## config.mk

```make
export PLATFORM = sky130hd
export DESIGN_NAME = panel_deploy_supervisor
export DESIGN_NICKNAME = d
export VERILOG_FILES = /design/src/rtl/core/pds_pkg.sv /design/src/rtl/core/pds_cfg.sv /design/src/rtl/core/pds_fsm.sv /design/src/rtl/core/panel_deploy_supervisor.sv
export VERILOG_INCLUDE_DIRS = /design/src /design/src/rtl/core
export SDC_FILE = /design/constraint.sdc
export NUM_CORES = 1
export LEC_CHECK = 0
export ABC_AREA = 1
export ABC_CLOCK_PERIOD_IN_PS = 5000
export BUFFER_PORTS_ARGS = -buffer_cell sky130_fd_sc_hd__buf_2
export CORE_UTILIZATION = 64
export DETAILED_ROUTE_END_ITERATION = 10
export PLACE_DENSITY_LB_ADDON = 0.25
export SYNTH_ARGS = -nofsm -noshare
export SYNTH_HDL_FRONTEND = slang
export SYNTH_SLANG_ARGS = --single-unit
```

## constraint.sdc

```tcl
create_clock -name clk_i -period 5 [get_ports clk_i]
set_input_delay 0.5 -clock clk_i [delete_from_list [all_inputs] [get_ports clk_i]]
set_output_delay 0.5 -clock clk_i [all_outputs]
set_load 0.1 [all_outputs]
```

## src/rtl/core/panel_deploy_supervisor_assert.svh

```systemverilog
// assertion macros used by the panel deploy supervisor rtl
`ifndef PANEL_DEPLOY_SUPERVISOR_ASSERT_SVH
`define PANEL_DEPLOY_SUPERVISOR_ASSERT_SVH

// property that holds in the same cycle
`define PDS_ASSERT_SAME(lbl, clk, rstn, ante, cons) \
  lbl: assert property (@(posedge clk) disable iff (!rstn) (ante) |-> (cons)) \
    else $error("pds check failed");

// property that holds in the next cycle
`define PDS_ASSERT_NEXT(lbl, clk, rstn, ante, cons) \
  lbl: assert property (@(posedge clk) disable iff (!rstn) (ante) |=> (cons)) \
    else $error("pds check failed");

`endif

```

## src/rtl/core/pds_pkg.sv

```systemverilog
// types, codes and reset values of the panel deploy supervisor
package pds_pkg;

  localparam int unsigned InDataW  = 24;
  localparam int unsigned OutDataW = 24;
  localparam int unsigned CfgIdxW  = 3;
  localparam int unsigned CfgDataW = 16;

  localparam logic [15:0] EmergPowerMaxRst    = 16'd200;
  localparam logic [15:0] DegradedPowerMaxRst = 16'd500;
  localparam logic [2:0]  SelftestTicksRst    = 3'd5;
  localparam logic [7:0]  TravelLimitRst      = 8'd20;
  localparam logic [3:0]  NormalStepRst       = 4'd2;
  localparam logic [3:0]  ReducedStepRst      = 4'd1;
  localparam logic [2:0]  TickMax             = 3'd7;
  localparam logic [7:0]  PosMax              = 8'd255;

  typedef enum logic [2:0] {
    ST_STANDBY = 3'd0,
    ST_SELFTEST = 3'd1,
    ST_FAIL = 3'd2,
    ST_READY = 3'd3,
    ST_MAINT = 3'd4,
    ST_OPER = 3'd5,
    ST_EMERG = 3'd6
  } pds_state_e;

  typedef enum logic [2:0] {
    PM_SAFE = 3'd0,
    PM_CLOSED = 3'd1,
    PM_EXTEND = 3'd2,
    PM_OPEN = 3'd3,
    PM_RETRACT = 3'd4
  } pds_pmode_e;

  typedef enum logic [2:0] {
    EV_NONE = 3'd0,
    EV_CLOSED = 3'd1,
    EV_RETRACT = 3'd2,
    EV_REDUCED = 3'd3,
    EV_SHUTDOWN = 3'd4
  } pds_event_e;

  typedef enum logic [CfgIdxW-1:0] {
    CFG_EMERG_PMAX = 3'd0,
    CFG_DEGR_PMAX = 3'd1,
    CFG_ST_TICKS = 3'd2,
    CFG_TRAVEL = 3'd3,
    CFG_NORM_STEP = 3'd4,
    CFG_RED_STEP = 3'd5
  } pds_cfg_idx_e;

  typedef struct packed {
    logic                valid;
    logic [CfgIdxW-1:0]  index;
    logic [CfgDataW-1:0] data;
  } pds_cfg_wr_t;

  typedef struct packed {
    logic [15:0] emergency_power_max;
    logic [15:0] degraded_power_max;
    logic [2:0]  selftest_ticks;
    logic [7:0]  travel_limit;
    logic [3:0]  normal_step;
    logic [3:0]  reduced_step;
  } pds_cfg_t;

  typedef struct packed {
    logic        on_write;
    logic        on_value;
    logic [15:0] supply_power;
    logic        maintenance_switch;
    logic        shutdown_switch;
    logic        panel_request;
  } pds_item_t;

  typedef struct packed {
    logic [2:0] state_code;
    logic [2:0] panel_mode;
    logic [7:0] panel_position;
    logic       reduced_active;
    logic       on_state;
    logic [2:0] event_code;
  } pds_result_t;

endpackage

```

## src/rtl/core/pds_cfg.sv

```systemverilog
// configuration register bank of the panel deploy supervisor
module pds_cfg (
  input  logic                clk_i,
  input  logic                rst_ni,
  input  pds_pkg::pds_cfg_wr_t wr_i,
  output pds_pkg::pds_cfg_t   cfg_o
);
  import pds_pkg::*;

  pds_cfg_t cfg_q, cfg_d;

  always_comb begin
    cfg_d = cfg_q;
    if (wr_i.valid) begin
      unique case (wr_i.index)
        CFG_EMERG_PMAX: cfg_d.emergency_power_max = wr_i.data;
        CFG_DEGR_PMAX:  cfg_d.degraded_power_max = wr_i.data;
        CFG_ST_TICKS:   cfg_d.selftest_ticks = wr_i.data[2:0];
        CFG_TRAVEL:     cfg_d.travel_limit = wr_i.data[7:0];
        CFG_NORM_STEP:  cfg_d.normal_step = wr_i.data[3:0];
        CFG_RED_STEP:   cfg_d.reduced_step = wr_i.data[3:0];
        default:        cfg_d = cfg_q;
      endcase
    end
  end

  always_ff @(posedge clk_i or negedge rst_ni) begin
    if (!rst_ni) begin
      cfg_q.emergency_power_max <= EmergPowerMaxRst;
      cfg_q.degraded_power_max  <= DegradedPowerMaxRst;
      cfg_q.selftest_ticks      <= SelftestTicksRst;
      cfg_q.travel_limit        <= TravelLimitRst;
      cfg_q.normal_step         <= NormalStepRst;
      cfg_q.reduced_step        <= ReducedStepRst;
    end else begin
      cfg_q <= cfg_d;
    end
  end

  assign cfg_o = cfg_q;

endmodule

```

## src/rtl/core/pds_fsm.sv

```systemverilog
// supervisor and panel state machines of the panel deploy supervisor
`include "panel_deploy_supervisor_assert.svh"

module pds_fsm (
  input  logic                 clk_i,
  input  logic                 rst_ni,
  input  logic                 adv_i,
  input  pds_pkg::pds_item_t   item_i,
  input  pds_pkg::pds_cfg_t    cfg_i,
  output pds_pkg::pds_result_t res_o
);
  import pds_pkg::*;

  pds_state_e state_q, state_d;
  pds_pmode_e pmode_q, pmode_d;
  logic [7:0] pos_q, pos_d;
  logic [2:0] tick_q, tick_d;
  logic       reduced_q, reduced_d;
  logic       on_q, on_d;
  pds_event_e ev;

  logic [3:0] step;
  logic [8:0] pos_sum;
  logic [7:0] pos_ext;
  logic [2:0] tick_inc;

  assign step     = reduced_q ? cfg_i.reduced_step : cfg_i.normal_step;
  assign pos_sum  = {1'b0, pos_q} + {5'b0, step};
  assign pos_ext  = pos_sum[8] ? PosMax : pos_sum[7:0];
  assign tick_inc = (tick_q < TickMax) ? tick_q + 3'd1 : tick_q;

  // next state
  always_comb begin
    state_d   = state_q;
    pmode_d   = pmode_q;
    pos_d     = pos_q;
    tick_d    = tick_q;
    reduced_d = reduced_q;
    on_d      = item_i.on_write ? item_i.on_value : on_q;
    unique case (state_q)
      ST_EMERG: begin
        state_d = ST_STANDBY;
        on_d    = 1'b0;
      end
      ST_OPER: begin
        unique case (pmode_q)
          PM_EXTEND: begin
            pos_d = pos_ext;
            if (pos_ext >= cfg_i.travel_limit) pmode_d = PM_OPEN;
          end
          PM_RETRACT: begin
            if (pos_q <= {4'b0, step}) begin
              pos_d   = '0;
              pmode_d = PM_CLOSED;
            end else begin
              pos_d = pos_q - {4'b0, step};
            end
          end
          PM_CLOSED: if (item_i.panel_request) pmode_d = PM_EXTEND;
          PM_OPEN:   if (!item_i.panel_request) pmode_d = PM_RETRACT;
          default:   pos_d = '0;
        endcase
      end
      ST_STANDBY: begin
        if (on_d) begin
          state_d = ST_SELFTEST;
          tick_d  = '0;
        end
      end
      ST_SELFTEST: begin
        priority if (item_i.supply_power <= cfg_i.emergency_power_max) begin
          state_d = ST_EMERG;
        end else if (item_i.supply_power <= cfg_i.degraded_power_max) begin
          state_d = ST_FAIL;
        end else begin
          tick_d = tick_inc;
          if (tick_inc >= cfg_i.selftest_ticks) state_d = ST_READY;
        end
      end
      ST_FAIL: begin
        state_d   = ST_OPER;
        pmode_d   = PM_CLOSED;
        reduced_d = 1'b1;
      end
      ST_READY: state_d = item_i.maintenance_switch ? ST_MAINT : ST_OPER;
      default:  state_d = state_q;
    endcase
  end

  // event code
  always_comb begin
    ev = EV_NONE;
    unique case (state_q)
      ST_OPER: begin
        if (pmode_q == PM_RETRACT && pos_q <= {4'b0, step}) ev = EV_CLOSED;
        if (pmode_q == PM_OPEN && !item_i.panel_request) ev = EV_RETRACT;
      end
      ST_STANDBY: if (item_i.shutdown_switch) ev = EV_SHUTDOWN;
      ST_FAIL:    ev = EV_REDUCED;
      default:    ev = EV_NONE;
    endcase
  end

  always_ff @(posedge clk_i or negedge rst_ni) begin
    if (!rst_ni) begin
      state_q   <= ST_STANDBY;
      pmode_q   <= PM_SAFE;
      pos_q     <= '0;
      tick_q    <= '0;
      reduced_q <= 1'b0;
      on_q      <= 1'b0;
    end else if (adv_i) begin
      state_q   <= state_d;
      pmode_q   <= pmode_d;
      pos_q     <= pos_d;
      tick_q    <= tick_d;
      reduced_q <= reduced_d;
      on_q      <= on_d;
    end
  end

  assign res_o.state_code     = state_d;
  assign res_o.panel_mode     = pmode_d;
  assign res_o.panel_position = pos_d;
  assign res_o.reduced_active = reduced_d;
  assign res_o.on_state       = on_d;
  assign res_o.event_code     = ev;

  `PDS_ASSERT_NEXT(a_maint_terminal, clk_i, rst_ni, state_q == ST_MAINT, state_q == ST_MAINT)
  `PDS_ASSERT_NEXT(a_reduced_sticky, clk_i, rst_ni, reduced_q, reduced_q)
  `PDS_ASSERT_NEXT(a_emerg_exit, clk_i, rst_ni, adv_i && state_q == ST_EMERG,
                   state_q == ST_STANDBY && !on_q)
  `PDS_ASSERT_SAME(a_pos_only_oper, clk_i, rst_ni, pos_q != 8'd0, state_q == ST_OPER)

endmodule

```

## src/rtl/core/panel_deploy_supervisor.sv

```systemverilog
// top level of the panel deploy supervisor
// usage:
//   s_axis carries one evaluation tick per item; m_axis returns one result item
//   per tick, in order. the cfg channel writes the six threshold and step
//   registers by index; indexes past the last register are dropped. cfg_ready_o
//   is always high, and writes belong between runs of items.
// pipeline and throughput:
//   an accepted item is registered in the input register, evaluated by the state
//   machine, and its result moves to the output register when that is free.
//   one item per cycle is sustained while m_axis_tready is high; the rate is
//   set by the single state update between the input and output registers.
// reset:
//   rst_ni clears both pipeline stages, the supervisor returns to standby with
//   the panel in safe shutdown, and the registers take their default values.
// stall:
//   while m_axis_tready is low the result holds in the output register, one
//   more item waits in the input register, then s_axis_tready drops.
module panel_deploy_supervisor (
  input  logic                         clk_i,
  input  logic                         rst_ni,
  input  logic                         s_axis_tvalid,
  output logic                         s_axis_tready,
  // on_write, on_value, supply_power[15:0], maintenance_switch, shutdown_switch,
  // panel_request, zero pad
  input  logic [pds_pkg::InDataW-1:0]  s_axis_tdata,
  output logic                         m_axis_tvalid,
  input  logic                         m_axis_tready,
  // state_code[2:0], panel_mode[2:0], panel_position[7:0], reduced_active,
  // on_state, event_code[2:0], zero pad
  output logic [pds_pkg::OutDataW-1:0] m_axis_tdata,
  input  logic                         cfg_valid_i,
  output logic                         cfg_ready_o,
  input  logic [pds_pkg::CfgIdxW-1:0]  cfg_index_i,
  input  logic [pds_pkg::CfgDataW-1:0] cfg_data_i
);
  import pds_pkg::*;

  logic        in_valid_q, in_valid_d;
  pds_item_t   in_item_q;
  logic        out_valid_q, out_valid_d;
  pds_result_t out_res_q;
  pds_result_t res;
  pds_cfg_t    cfg;
  pds_cfg_wr_t cfg_wr;
  logic        s_acc, adv;

  assign cfg_ready_o  = 1'b1;
  assign cfg_wr.valid = cfg_valid_i;
  assign cfg_wr.index = cfg_index_i;
  assign cfg_wr.data  = cfg_data_i;

  pds_cfg u_cfg (
    .clk_i  (clk_i),
    .rst_ni (rst_ni),
    .wr_i   (cfg_wr),
    .cfg_o  (cfg)
  );

  assign adv           = in_valid_q && (!out_valid_q || m_axis_tready);
  assign s_axis_tready = !in_valid_q || adv;
  assign s_acc         = s_axis_tvalid && s_axis_tready;
  assign in_valid_d    = s_acc || (in_valid_q && !adv);
  assign out_valid_d   = adv || (out_valid_q && !m_axis_tready);

  pds_fsm u_fsm (
    .clk_i  (clk_i),
    .rst_ni (rst_ni),
    .adv_i  (adv),
    .item_i (in_item_q),
    .cfg_i  (cfg),
    .res_o  (res)
  );

  always_ff @(posedge clk_i or negedge rst_ni) begin
    if (!rst_ni) begin
      in_valid_q  <= 1'b0;
      out_valid_q <= 1'b0;
    end else begin
      in_valid_q  <= in_valid_d;
      out_valid_q <= out_valid_d;
    end
  end

  always_ff @(posedge clk_i) begin
    if (s_acc) begin
      in_item_q.on_write           <= s_axis_tdata[0];
      in_item_q.on_value           <= s_axis_tdata[1];
      in_item_q.supply_power       <= s_axis_tdata[17:2];
      in_item_q.maintenance_switch <= s_axis_tdata[18];
      in_item_q.shutdown_switch    <= s_axis_tdata[19];
      in_item_q.panel_request      <= s_axis_tdata[20];
    end
    if (adv) begin
      out_res_q <= res;
    end
  end

  assign m_axis_tvalid = out_valid_q;
  assign m_axis_tdata  = {5'b0, out_res_q.event_code, out_res_q.on_state,
                          out_res_q.reduced_active, out_res_q.panel_position,
                          out_res_q.panel_mode, out_res_q.state_code};

endmodule

```

==> impl_metrics.env, run 1 <==
export IMPL_grt_pass1_wl_um=22020
export IMPL_fin_area_um2=7043
export IMPL_dpl_cell_area_um2=6814
export IMPL_synth_enable_flop_cells=40
export IMPL_dp_cells=954
export IMPL_fin_crit_ns=3.539
export IMPL_die_h_um=102.0
export IMPL_drive_gt1_share_pct=14.34
export IMPL_rows=36
export IMPL_synth_largest_area_cell="dfrtp_1"
export IMPL_r2r_slack_ns=1.46
export IMPL_combPwrFrac_pct=45.4
export IMPL_drtAntennaViolNets=0
export IMPL_crit_start="u_fsm.reduced_q"
export IMPL_rsz0062_at_grt="no"
export IMPL_worstMarginPinSlew_ns=0.9966
export IMPL_hold_violations=0
export IMPL_endpoint="m_axis_tdata[3]"
export IMPL_grt_usage_pct=27.48
export IMPL_gp_congestion=0.8676
export IMPL_cp_slowest_cell="fa_1"
export IMPL_fin_crit_sh_pct=70.77
export IMPL_holdWs_ns=0.2816
export IMPL_layout_nets=934
export IMPL_ioPinCount=75
export IMPL_p_int_w=0.001953
export IMPL_synth_avg_cell_area_um2=8.304
export IMPL_path_buf_inv=2
export IMPL_cts_resized=0
export IMPL_drt_iter0_drc=278
export IMPL_r2r_end="m_axis_tdata[3]"
export IMPL_outcome="finished, final reports clean"
export IMPL_finalSetupTns_ns=0
export IMPL_instances_no_fill=970
export IMPL_cts_buffer_depth=2
export IMPL_start_kind="flop"
export IMPL_insertion_delay_ns=0.38
export IMPL_grt_pass1_vias=4986
export IMPL_max_slew_margin_rel_pct=33.40
export IMPL_r2r_start="u_fsm.reduced_q"
export IMPL_synth_distinct_cells=43
export IMPL_max_stage_delay_ns=0.47
export IMPL_clkPwrFrac_pct=17.2
export IMPL_dieWidth_um=102.0
export IMPL_synthToLayoutAreaGrowth_pct=10.01
export IMPL_postCtsSetupBuffers=0
export IMPL_num_fill_cells=797
export IMPL_tritoncts="yes"
export IMPL_via_per_inst=5.375
export IMPL_ir_drop_mv=0.3584
export IMPL_cp_depth=19
export IMPL_drc_errors=0
export IMPL_register_area_um2=3022
export IMPL_diodes=0
export IMPL_vias=5214
export IMPL_crit_arrival_ns=3.68
export IMPL_design_core_area_um2=9729
export IMPL_cts_htree_levels=3
export IMPL_p_leak_nw=3.645
export IMPL_wl_um=12860
export IMPL_yosys_warnings=0
export IMPL_yosysTopAreaCellShare_pct=22.28
export IMPL_p_switching_w=0.001596
export IMPL_finalSetupViolCount=0
export IMPL_critical_path_top_delay_family="simple AND/OR/NAND/NOR gates"
export IMPL_cts_buffers_inserted=9
export IMPL_post_dp_hpwl_um=9752
export IMPL_synthFlopType="dfrtp_1"
export IMPL_synth_area_leaders="dfrtp_1 22%, edfxtp_1 19%, nand2_1 14%"
export IMPL_crit_path_frequent_cell="nand2_1"
export IMPL_wl_per_cell_um=13.26
export IMPL_path_cells="inv_1, or2_2, o21ai_0, inv_1, fa_1, nand3_2, nand2_4, nand2_4, nor2_2, or2_2, ha_1, a21oi_1, o21ai_0, nand2_1, nand4_1, nand2_1, nand2_1, nand2_1, nand2_2"
export IMPL_cts_hold_fix_buffers=0
export IMPL_fp_dieArea_um2=10410
export IMPL_fin_util_pct=72.39
export IMPL_reg2reg_depth=19
export IMPL_path_clk_slew_ns=0.11
export IMPL_hold_path_depth=1
export IMPL_seq_area_frac_synth_pct=47.20
export IMPL_crit_path_max_fanout=7
export IMPL_grt_overflow=0
export IMPL_portBuffers=65
export IMPL_synthCells=771
export IMPL_ys_ff_latch=112
export IMPL_worst_setup_path_end_kind="flop"
export IMPL_dr_pass1_iters=5
export IMPL_seqPwrFrac_pct=37.4
export IMPL_initial_core_util_pct=65.81
export IMPL_root_buffer="clkbuf_8"
export IMPL_crit_type="reg -> reg"
export IMPL_p_per_area_nw_per_um2=503.9
export IMPL_antenna_found_initial=0
export IMPL_grt_max_degree=73
export IMPL_synthArstFlopShare_pct=64.29
export IMPL_drv_slew=0
export IMPL_fin_skew_ns=0.008064
export IMPL_synth_cell_area_um2=6402
export IMPL_cap_violations=0
export IMPL_swShare_pct=44.98
export IMPL_multi_input_area_um2=2831
export IMPL_critPathRequiredTime_ns=5.14
export IMPL_fmax_mhz=282.6
export IMPL_hold_class="in -> reg"
export IMPL_tritoncts_num_sinks=112
## Yosys cell counts, types with 4 or more instances
| master | instances |
|---|---|
| inv_1 | 118 |
| nand4_1 | 11 |
| nand3_1 | 39 |
| nand2_1 | 237 |
| buf_4 | 7 |
| dfstp_2 | 15 |
| nor2_1 | 38 |
| edfxtp_1 | 40 |
| o21ai_0 | 71 |
| clkbuf_1 | 10 |
| dfrtp_1 | 57 |
| buf_2 | 4 |
| or2_2 | 5 |
| ha_1 | 52 |
| a21oi_1 | 20 |
## flip-flops by register name (all words and copies together), names as in the netlist
| name | flops |
|---|---|
| in_item_q | 21 |
| in_valid_q | 1 |
| m_axis_tdata | 19 |
| m_axis_tvalid | 1 |
| u_cfg.cfg_o | 51 |
| u_fsm.on_q | 1 |
| u_fsm.pmode_q | 3 |
| u_fsm.pos_q | 8 |
| u_fsm.reduced_q | 1 |
| u_fsm.state_q | 3 |
| u_fsm.tick_q | 3 |
## cell type report
type                            instances  area share (%)
Inverter                              121           6.449
Timing Repair Buffer                   67           4.832
Clock inverter                          6           1.439
Multi-Input combinational cell        521           40.20
Clock buffer                           10           1.812
Tap cell                              133           2.363
Sequential cell                       112           42.90
## worst min path at each step
| stage | from | end | slack (ns) |
|---|---|---|---|
| global placement | u_fsm.on_q | u_fsm.on_q | 0.46 |
| detailed placement | u_cfg.cfg_o[1] | u_cfg.cfg_o[1] | 0.47 |
| finish | s_axis_tdata[10] | in_item_q[11] | 0.28 |
| floorplan | rst_ni | in_valid_q | 0.20 |
| global route | s_axis_tdata[11] | in_item_q[12] | 0.25 |
| CTS | s_axis_tdata[11] | in_item_q[12] | 0.27 |
## placed cells by master, fill, tap and decap left out, types with 5 or more instances in the layout
cell      netlist  layout
a21oi_1        20      20
dfrtp_1        57      57
nor2_1         38      38
nand2_1       237     237
nand3_1        39      39
buf_2           4      65
or2_2           5       5
ha_1           52      52
nand4_1        11      11
clkbuf_8        0       9
conb_1          2       6
edfxtp_1       40      40
dfstp_2        15      15
o21ai_0        71      71
inv_1         118     118
## per-layer routing
layer	track usage [%]	routed length (µm)
met1	33.74	5554
met5	0	0
met4	11.54	336
met2	47.29	6342
met3	5.609	625
## stage by stage
stage	setup WS, ns	power, W
floorplan	1.929	0.002619
global placement	1.608	0.002873
detailed placement	1.494	0.002949
CTS	1.464	0.003564
global route	1.160	0.003822
finish	1.461	0.003549
## power groups by stage
stage | clock, W | sequential, W | combinational [W]
2_1_floorplan | 0 | 0.00159 | 0.00103
3_3_place_gp | 0 | 0.00133 | 0.00154
3_5_place_dp | 0 | 0.00134 | 0.00161
4_1_cts | 0.000624 | 0.00133 | 0.00161
5_1_grt | 0.000654 | 0.00135 | 0.00181
6_report | 0.000609 | 0.00133 | 0.00161
## worst register-to-register path: cells and delay by family (launching register included)
family                     cells  cell delay (ns)
AOI/OAI and AO/OA              3             0.48
buffers and inverters          2             0.27
adders and majority gates      2             0.78
and+or+nand+nor               12             1.36
DFF                            1             0.41
## cell families (layout without fill, tap and decap cells)
group,count (synthesis),in the layout,share of synthesized area [%]
AND/OR/NAND/NOR,348,348,23.24
buffers and inverters,142,204,8.814
flip-flops,112,112,47.20
AO/OA/AOI/OAI,110,110,9.439
adder cells (fa/ha/maj),54,54,10.79
XOR/XNOR,3,3,0.4105
other,2,6,0.1173
(Power assumes the default switching activity.)
==> inputs of run 2 (changes only) <==
--- a/config.mk
+++ b/config.mk
@@ -7,9 +7,9 @@
 export NUM_CORES = 1
 export LEC_CHECK = 0
 export ABC_AREA = 1
-export ABC_CLOCK_PERIOD_IN_PS = 5000
+export ABC_CLOCK_PERIOD_IN_PS = 3240
 export BUFFER_PORTS_ARGS = -buffer_cell sky130_fd_sc_hd__buf_2
-export CORE_UTILIZATION = 64
+export CORE_UTILIZATION = 53
 export DETAILED_ROUTE_END_ITERATION = 10
 export PLACE_DENSITY_LB_ADDON = 0.25
 export SYNTH_ARGS = -nofsm -noshare
==> constraint.sdc (replaced) <==
create_clock -name clk_i -period 3.24 [get_ports clk_i]
set_input_delay 0.324 -clock clk_i [delete_from_list [all_inputs] [get_ports clk_i]]
set_output_delay 0.324 -clock clk_i [all_outputs]
set_load 0.1 [all_outputs]
==> run 2 against run 1 <==
The flow now finishes with violations (DRC). Sequential power up 55%. Non-clock buffer count increased by 13. Hold slack got worse by 0.15 ns. First-iteration DRC count did not move. Count of clock-buffer cells in the layout fell by 1. Maximum frequency rose by 17%. Clock power rose by 84%. Global-route usage down 4.2 points. Utilization decreased by 9.9 points. Critical endpoint unchanged.
==> impl_metrics.env, run 2 (same netlist as run 1, synthesis figures left out) <==
export IMPL_worstMarginPinSlew_ns=0.9730
export IMPL_grt_pass1_vias=4946
export IMPL_cts_buffers_inserted=9
export IMPL_p_leak_nw=3.734
export IMPL_post_dp_hpwl_um=10060
export IMPL_root_buffer="clkbuf_16"
export IMPL_power_w=0.005731
export IMPL_start_kind="flop"
export IMPL_synthToLayoutAreaGrowth_pct=13.29
export IMPL_fin_skew_ns=0.01449
export IMPL_layout_commonest_cell="nand2_1"
export IMPL_ioPinCount=75
export IMPL_largest_reg_flops=51
export IMPL_mostFrequentLayoutCells="236 x nand2_1, 118 x inv_1, 68 x o21ai_0"
export IMPL_antenna_found_initial=0
export IMPL_r2r_start="u_fsm.reduced_q"
export IMPL_hold_end="in_item_q[0]"
export IMPL_ir_drop_mv=0.5206
export IMPL_hold_violations=0
export IMPL_fin_area_um2=7253
export IMPL_layout_nets=947
export IMPL_outcome="finished with violations"
export IMPL_num_fill_cells=994
export IMPL_drive_gt1_share_pct=16.35
export IMPL_dr_pass1_iters=7
export IMPL_portBuffers=65
export IMPL_critPathRequiredTime_ns=3.37
export IMPL_drc_errors=5
export IMPL_r2r_end="m_axis_tdata[3]"
export IMPL_fin_crit_ns=3.027
export IMPL_holdWs_ns=0.1297
export IMPL_dieWidth_um=111.9
export IMPL_fmax_mhz=330.4
export IMPL_initial_core_util_pct=55.13
export IMPL_dpl_cell_area_um2=6902
export IMPL_max_slew_margin_rel_pct=34.98
export IMPL_crit_arrival_ns=3.15
export IMPL_finalSetupViolCount=0
export IMPL_fp_dieArea_um2=12520
export IMPL_insertion_delay_ns=0.37
export IMPL_violations="DRC"
export IMPL_cap_violations=0
export IMPL_path_cells="buf_4, nand2_1, nand2_2, ha_4, fa_2, nand3_2, nand2_4, nand2_4, nor2_2, or2_2, ha_1, a21oi_1, o21ai_0, nand2_1, nand4_1, nand2_1, nand2_1, nand2_1, nand2_2"
export IMPL_grt_pass1_wl_um=22900
export IMPL_design_core_area_um2=11610
export IMPL_wl_um=13450
export IMPL_crit_path_frequent_cell="nand2_1"
export IMPL_crit_type="reg -> reg"
export IMPL_hold_path_depth=1
export IMPL_hold_class="in -> reg"
export IMPL_fin_crit_sh_pct=93.42
export IMPL_rows=39
export IMPL_gp_congestion=0.8577
export IMPL_path_clk_slew_ns=0.08
export IMPL_max_stage_delay_ns=0.38
export IMPL_via_per_inst=5.165
export IMPL_finalSetupTns_ns=0
export IMPL_hp_start="s_axis_tdata[20]"
export IMPL_wl_per_cell_um=13.54
export IMPL_vias=5129
export IMPL_drv_slew=0
export IMPL_cts_buffer_depth=2
export IMPL_p_per_area_nw_per_um2=790.1
export IMPL_cp_slowest_cell="dfrtp_1"
export IMPL_grt_max_degree=35
export IMPL_reg2reg_depth=19
export IMPL_tritoncts="yes"
export IMPL_grt_overflow=0
export IMPL_crit_path_max_fanout=7
export IMPL_grt_usage_pct=23.28
export IMPL_drt_iter0_drc=278
export IMPL_drtAntennaViolNets=0
export IMPL_r2r_slack_ns=0.21
export IMPL_diodes=0
export IMPL_pre_cts_ws_ns=0.1375
export IMPL_tritoncts_num_sinks=112
export IMPL_die_h_um=111.9
export IMPL_worst_setup_path_end_kind="flop"
export IMPL_worst_slack_ns=0.2131
export IMPL_cts_htree_levels=3
==> run 2: cell types whose count changed in the layout (fill, tap and decap cells not counted), sizes merged <==
cell and delta:
clkbuf -1, bufinv -2, inv +2, dlygate4sd3 +1
clkinv +1, buf +12
==> run 2: area by class of cell <==
class                   count  area, µm²  area share [%]
flip-flops and latches    112       3022           41.66
clock inverters             7      71.32          0.9833
inverters                 121      454.2           6.262
well taps                 143      178.9           2.467
repair buffers             80      440.4           6.072
clock buffers               9      225.2           3.105
multi-input cells         521       2861           39.45
==> run 2: worst max-delay path by stage <==
stage | cells past startpoint | startpoint | to | slack [ns]
finish | 19 | u_fsm.reduced_q | m_axis_tdata[3] | 0.21
global route | 20 | u_fsm.reduced_q | m_axis_tdata[3] | -0.004
CTS | 18 | u_cfg.cfg_o[1] | m_axis_tdata[3] | 0.11
detailed placement | 20 | u_fsm.reduced_q | m_axis_tdata[3] | 0.14
global placement | 18 | u_cfg.cfg_o[1] | m_axis_tdata[3] | 0.16
floorplan | 19 | u_fsm.reduced_q | m_axis_tdata[3] | 0.17
==> run 2: per-layer routing <==
metal  global-route usage, %  routed length, µm
met1                   29.86               6059
met2                   38.72               6523
met3                   5.335                610
met4                   8.198                256
met5                       0                  0
==> run 2: per-stage QoR <==
step	cells	utilization, %
floorplan	775	-
global route	993	62.45
finish	993	62.45
global placement	974	59.43
detailed placement	974	59.43
CTS	991	62.07
==> run 2: repair_timing <==
item | 4_1_cts | 5_1_grt
hold buffers | 1 | 0
hold endpoints to repair | 16 | 0
setup endpoints to repair | 0 | 2
setup buffers | 0 | 2
gates resized for setup | 0 | 11
==> run 2: report_power, final <==
group	switching, W	internal (W)	total (W)
Combinational	0.00175	0.000805	0.00256
Clock	0.000572	0.000545	0.00112
Sequential	0.000240	0.00182	0.00206
==> run 2: critical path: cells and delay by family (launching register included) <==
| family | cells | cell delay, ns |
|---|---|---|
| and+or+nand+nor | 13 | 1.15 |
| adders and majority gates | 3 | 0.85 |
| DFF | 1 | 0.38 |
| AOI/OAI and AO/OA | 2 | 0.24 |
| buffers and inverters | 1 | 0.15 |
==> inputs of run 3 (changes only) <==
--- a/config.mk
+++ b/config.mk
@@ -6,7 +6,7 @@
 export SDC_FILE = /design/constraint.sdc
 export NUM_CORES = 1
 export LEC_CHECK = 0
-export ABC_AREA = 1
+export ABC_AREA = 0
 export ABC_CLOCK_PERIOD_IN_PS = 3240
 export BUFFER_PORTS_ARGS = -buffer_cell sky130_fd_sc_hd__buf_2
 export CORE_UTILIZATION = 53
==> run 3 against run 2 <==
Routed wire length decreased by 0.50%. Cell count is 16% lower. Area after synthesis fell by 3.0%. Flip-flop and latch count is the same. Die area down 2.9%. The run ends with hold timing left. Critical path depth fell by 7. Highest routed layer unchanged. Sequential power hardly changed. Count of clock-buffer cells in the layout grew 1. Synthesized cell count shrank 21%.
==> impl_metrics.env, run 3 <==
export IMPL_yosys_warnings=0
export IMPL_seq_area_frac_synth_pct=48.65
export IMPL_initial_core_util_pct=54.39
export IMPL_synth_area_leaders="dfrtp_1 23%, edfxtp_1 19%, ha_1 10%"
export IMPL_critPathRequiredTime_ns=3.34
export IMPL_path_clk_slew_ns=0.08
export IMPL_dpl_cell_area_um2=6812
export IMPL_cts_buffer_depth=2
export IMPL_wl_um=13380
export IMPL_cts_buffers_inserted=9
export IMPL_ir_drop_mv=0.5875
export IMPL_fin_util_pct=63.85
export IMPL_dr_pass1_iters=4
export IMPL_tritoncts="yes"
export IMPL_synth_distinct_cells=63
export IMPL_max_stage_delay_ns=0.47
export IMPL_finalSetupViolCount=0
export IMPL_drtAntennaViolNets=0
export IMPL_synth_cell_area_um2=6211
export IMPL_synthCells=611
export IMPL_root_buffer="clkbuf_16"
export IMPL_fin_area_um2=7291
export IMPL_wl_per_cell_um=15.99
export IMPL_mostFrequentLayoutCells="75 x nand2_1, 65 x buf_2, 56 x dfrtp_1"
export IMPL_rows=39
export IMPL_layout_nets=791
export IMPL_worst_slack_ns=0.03746
export IMPL_synthFlopType="dfrtp_1"
export IMPL_synth_largest_area_cell="dfrtp_1"
export IMPL_path_cells="mux2_4, ha_4, fa_2, nand2b_4, a21oi_1, nor2_1, mux2_2, ha_1, nand3_1, a21boi_2, o41ai_2, a21oi_1"
export IMPL_synthToLayoutAreaGrowth_pct=17.39
export IMPL_layout_commonest_cell="nand2_1"
export IMPL_crit_path_max_fanout=5
export IMPL_p_leak_nw=3.224
export IMPL_grt_pass1_wl_um=22170
export IMPL_antenna_found_initial=0
export IMPL_diodes=0
export IMPL_fp_dieArea_um2=12160
export IMPL_design_core_area_um2=11420
export IMPL_hold_class="in -> async"
export IMPL_pre_cts_ws_ns=-0.2016
export IMPL_rsz0062_at_grt="yes"
export IMPL_crit_path_frequent_cell="a21oi_1"
export IMPL_yosysTopAreaCellShare_pct=22.97
export IMPL_insertion_delay_ns=0.36
export IMPL_tritoncts_num_sinks=112
export IMPL_vias=4764
export IMPL_grt_overflow=0
export IMPL_largest_reg_flops=51
export IMPL_crit_type="reg -> reg"
export IMPL_synth_avg_cell_area_um2=10.17
export IMPL_num_fill_cells=922
export IMPL_p_per_area_nw_per_um2=774.0
export IMPL_path_buf_inv=0
export IMPL_crit_arrival_ns=3.30
export IMPL_ys_ff_latch=112
export IMPL_fin_crit_sh_pct=98.84
export IMPL_drv_slew=0
export IMPL_hold_violations=3
export IMPL_grt_max_degree=42
export IMPL_start_kind="flop"
export IMPL_cts_htree_levels=3
export IMPL_fmax_mhz=312.3
export IMPL_ioPinCount=75
export IMPL_violations="hold timing"
export IMPL_yosys_cell_count_top_type="nand2_1"
export IMPL_finalSetupTns_ns=0
export IMPL_synth_enable_flop_cells=40
export IMPL_post_dp_hpwl_um=10050
export IMPL_worstMarginPinSlew_ns=1.049
export IMPL_outcome="finished with violations"
export IMPL_synthArstFlopShare_pct=64.29
export IMPL_drive_gt1_share_pct=26.80
export IMPL_crit_start="u_fsm.reduced_q"
export IMPL_fin_skew_ns=0.007731
export IMPL_die_h_um=110.3
export IMPL_drc_errors=0
export IMPL_r2r_start="u_fsm.reduced_q"
export IMPL_dieWidth_um=110.3
export IMPL_gp_congestion=0.9265
export IMPL_drt_iter0_drc=256
export IMPL_cp_slowest_cell="dfrtp_2"
export IMPL_critical_path_top_delay_family="adder cells"
export IMPL_synth_cells_most_frequent="75 x nand2_1, 57 x dfrtp_1, 55 x inv_1"
export IMPL_cap_violations=0
export IMPL_max_slew_margin_rel_pct=30.09
export IMPL_holdWs_ns=-0.01038
export IMPL_via_per_inst=5.692
export IMPL_grt_pass1_vias=4759
export IMPL_fin_crit_ns=3.203
export IMPL_grt_usage_pct=24.05
export IMPL_worst_setup_path_end_kind="flop"
export IMPL_portBuffers=65
[run 3: power by group]
part	leakage, nW	internal (W)	switching, W	total, W
clock	0.145	0.000554	0.000530	0.00108
combinational	1.84	0.000988	0.00153	0.00251
sequential	1.24	0.00181	0.000234	0.00205
[run 3: metal layers]
layer	GRT usage (%)	wire length (µm)
met3	4.468	637
met1	29.67	5750
met4	9.680	318
met5	0	0
met2	41.53	6676
[run 3: kinds of logic (layout without fill, tap and decap cells)]
logic type | count (synthesis) | in the layout | share of synthesized area, %
AOI/OAI and AO/OA | 148 | 148 | 14.67
xor gates and xnor gates | 6 | 6 | 0.8461
adders and majority gates | 54 | 54 | 11.12
buffers and inverters | 86 | 165 | 5.741
DFF | 112 | 112 | 48.65
muxes | 27 | 27 | 4.795
other | 2 | 6 | 0.1209
and+or+nand+nor | 176 | 176 | 14.06
[run 3: path summary, 6_finish.rpt]
| path | to | slack, ns | cells after the start |
|---|---|---|---|
| max in group asynchronous | u_cfg.cfg_o[38] | 2.83 | 2 |
| min in group clk_i | in_item_q[15] | 0.14 | 1 |
| hold reg to reg | u_fsm.on_q | 0.48 | 2 |
| hold / removal | u_cfg.cfg_o[30] | -0.01 | 2 |
| setup reg to reg | m_axis_tdata[3] | 0.04 | 12 |
| setup / recovery | m_axis_tdata[3] | 0.04 | 12 |
[run 3: area by class of cell]
type | instances | area, µm² | share of cell area, %
inverter | 55 | 206.4 | 2.832
clock inverter | 6 | 50.05 | 0.6865
timing repair buffer | 94 | 559.3 | 7.671
clock buffer | 10 | 239.0 | 3.278
sequential | 112 | 3023 | 41.46
multi-input combinational | 417 | 3034 | 41.62
tap | 143 | 178.9 | 2.454
[run 3: repair_timing]
action,in CTS,in global routing
pin swaps,2,15
resized for setup,4,26
endpoints found under the setup margin,2,3
hold buffers,0,0
buffers inserted,3,2
[run 3: stage by stage]
step | instances | hold slack, ns | power [W]
floorplan | 615 | 0.02841 | 0.003790
global placement | 816 | 0.3889 | 0.004298
detailed placement | 816 | 0.3934 | 0.004380
CTS | 835 | 0.009231 | 0.005512
global route | 837 | 0.03798 | 0.006022
finish | 837 | -0.01038 | 0.005643
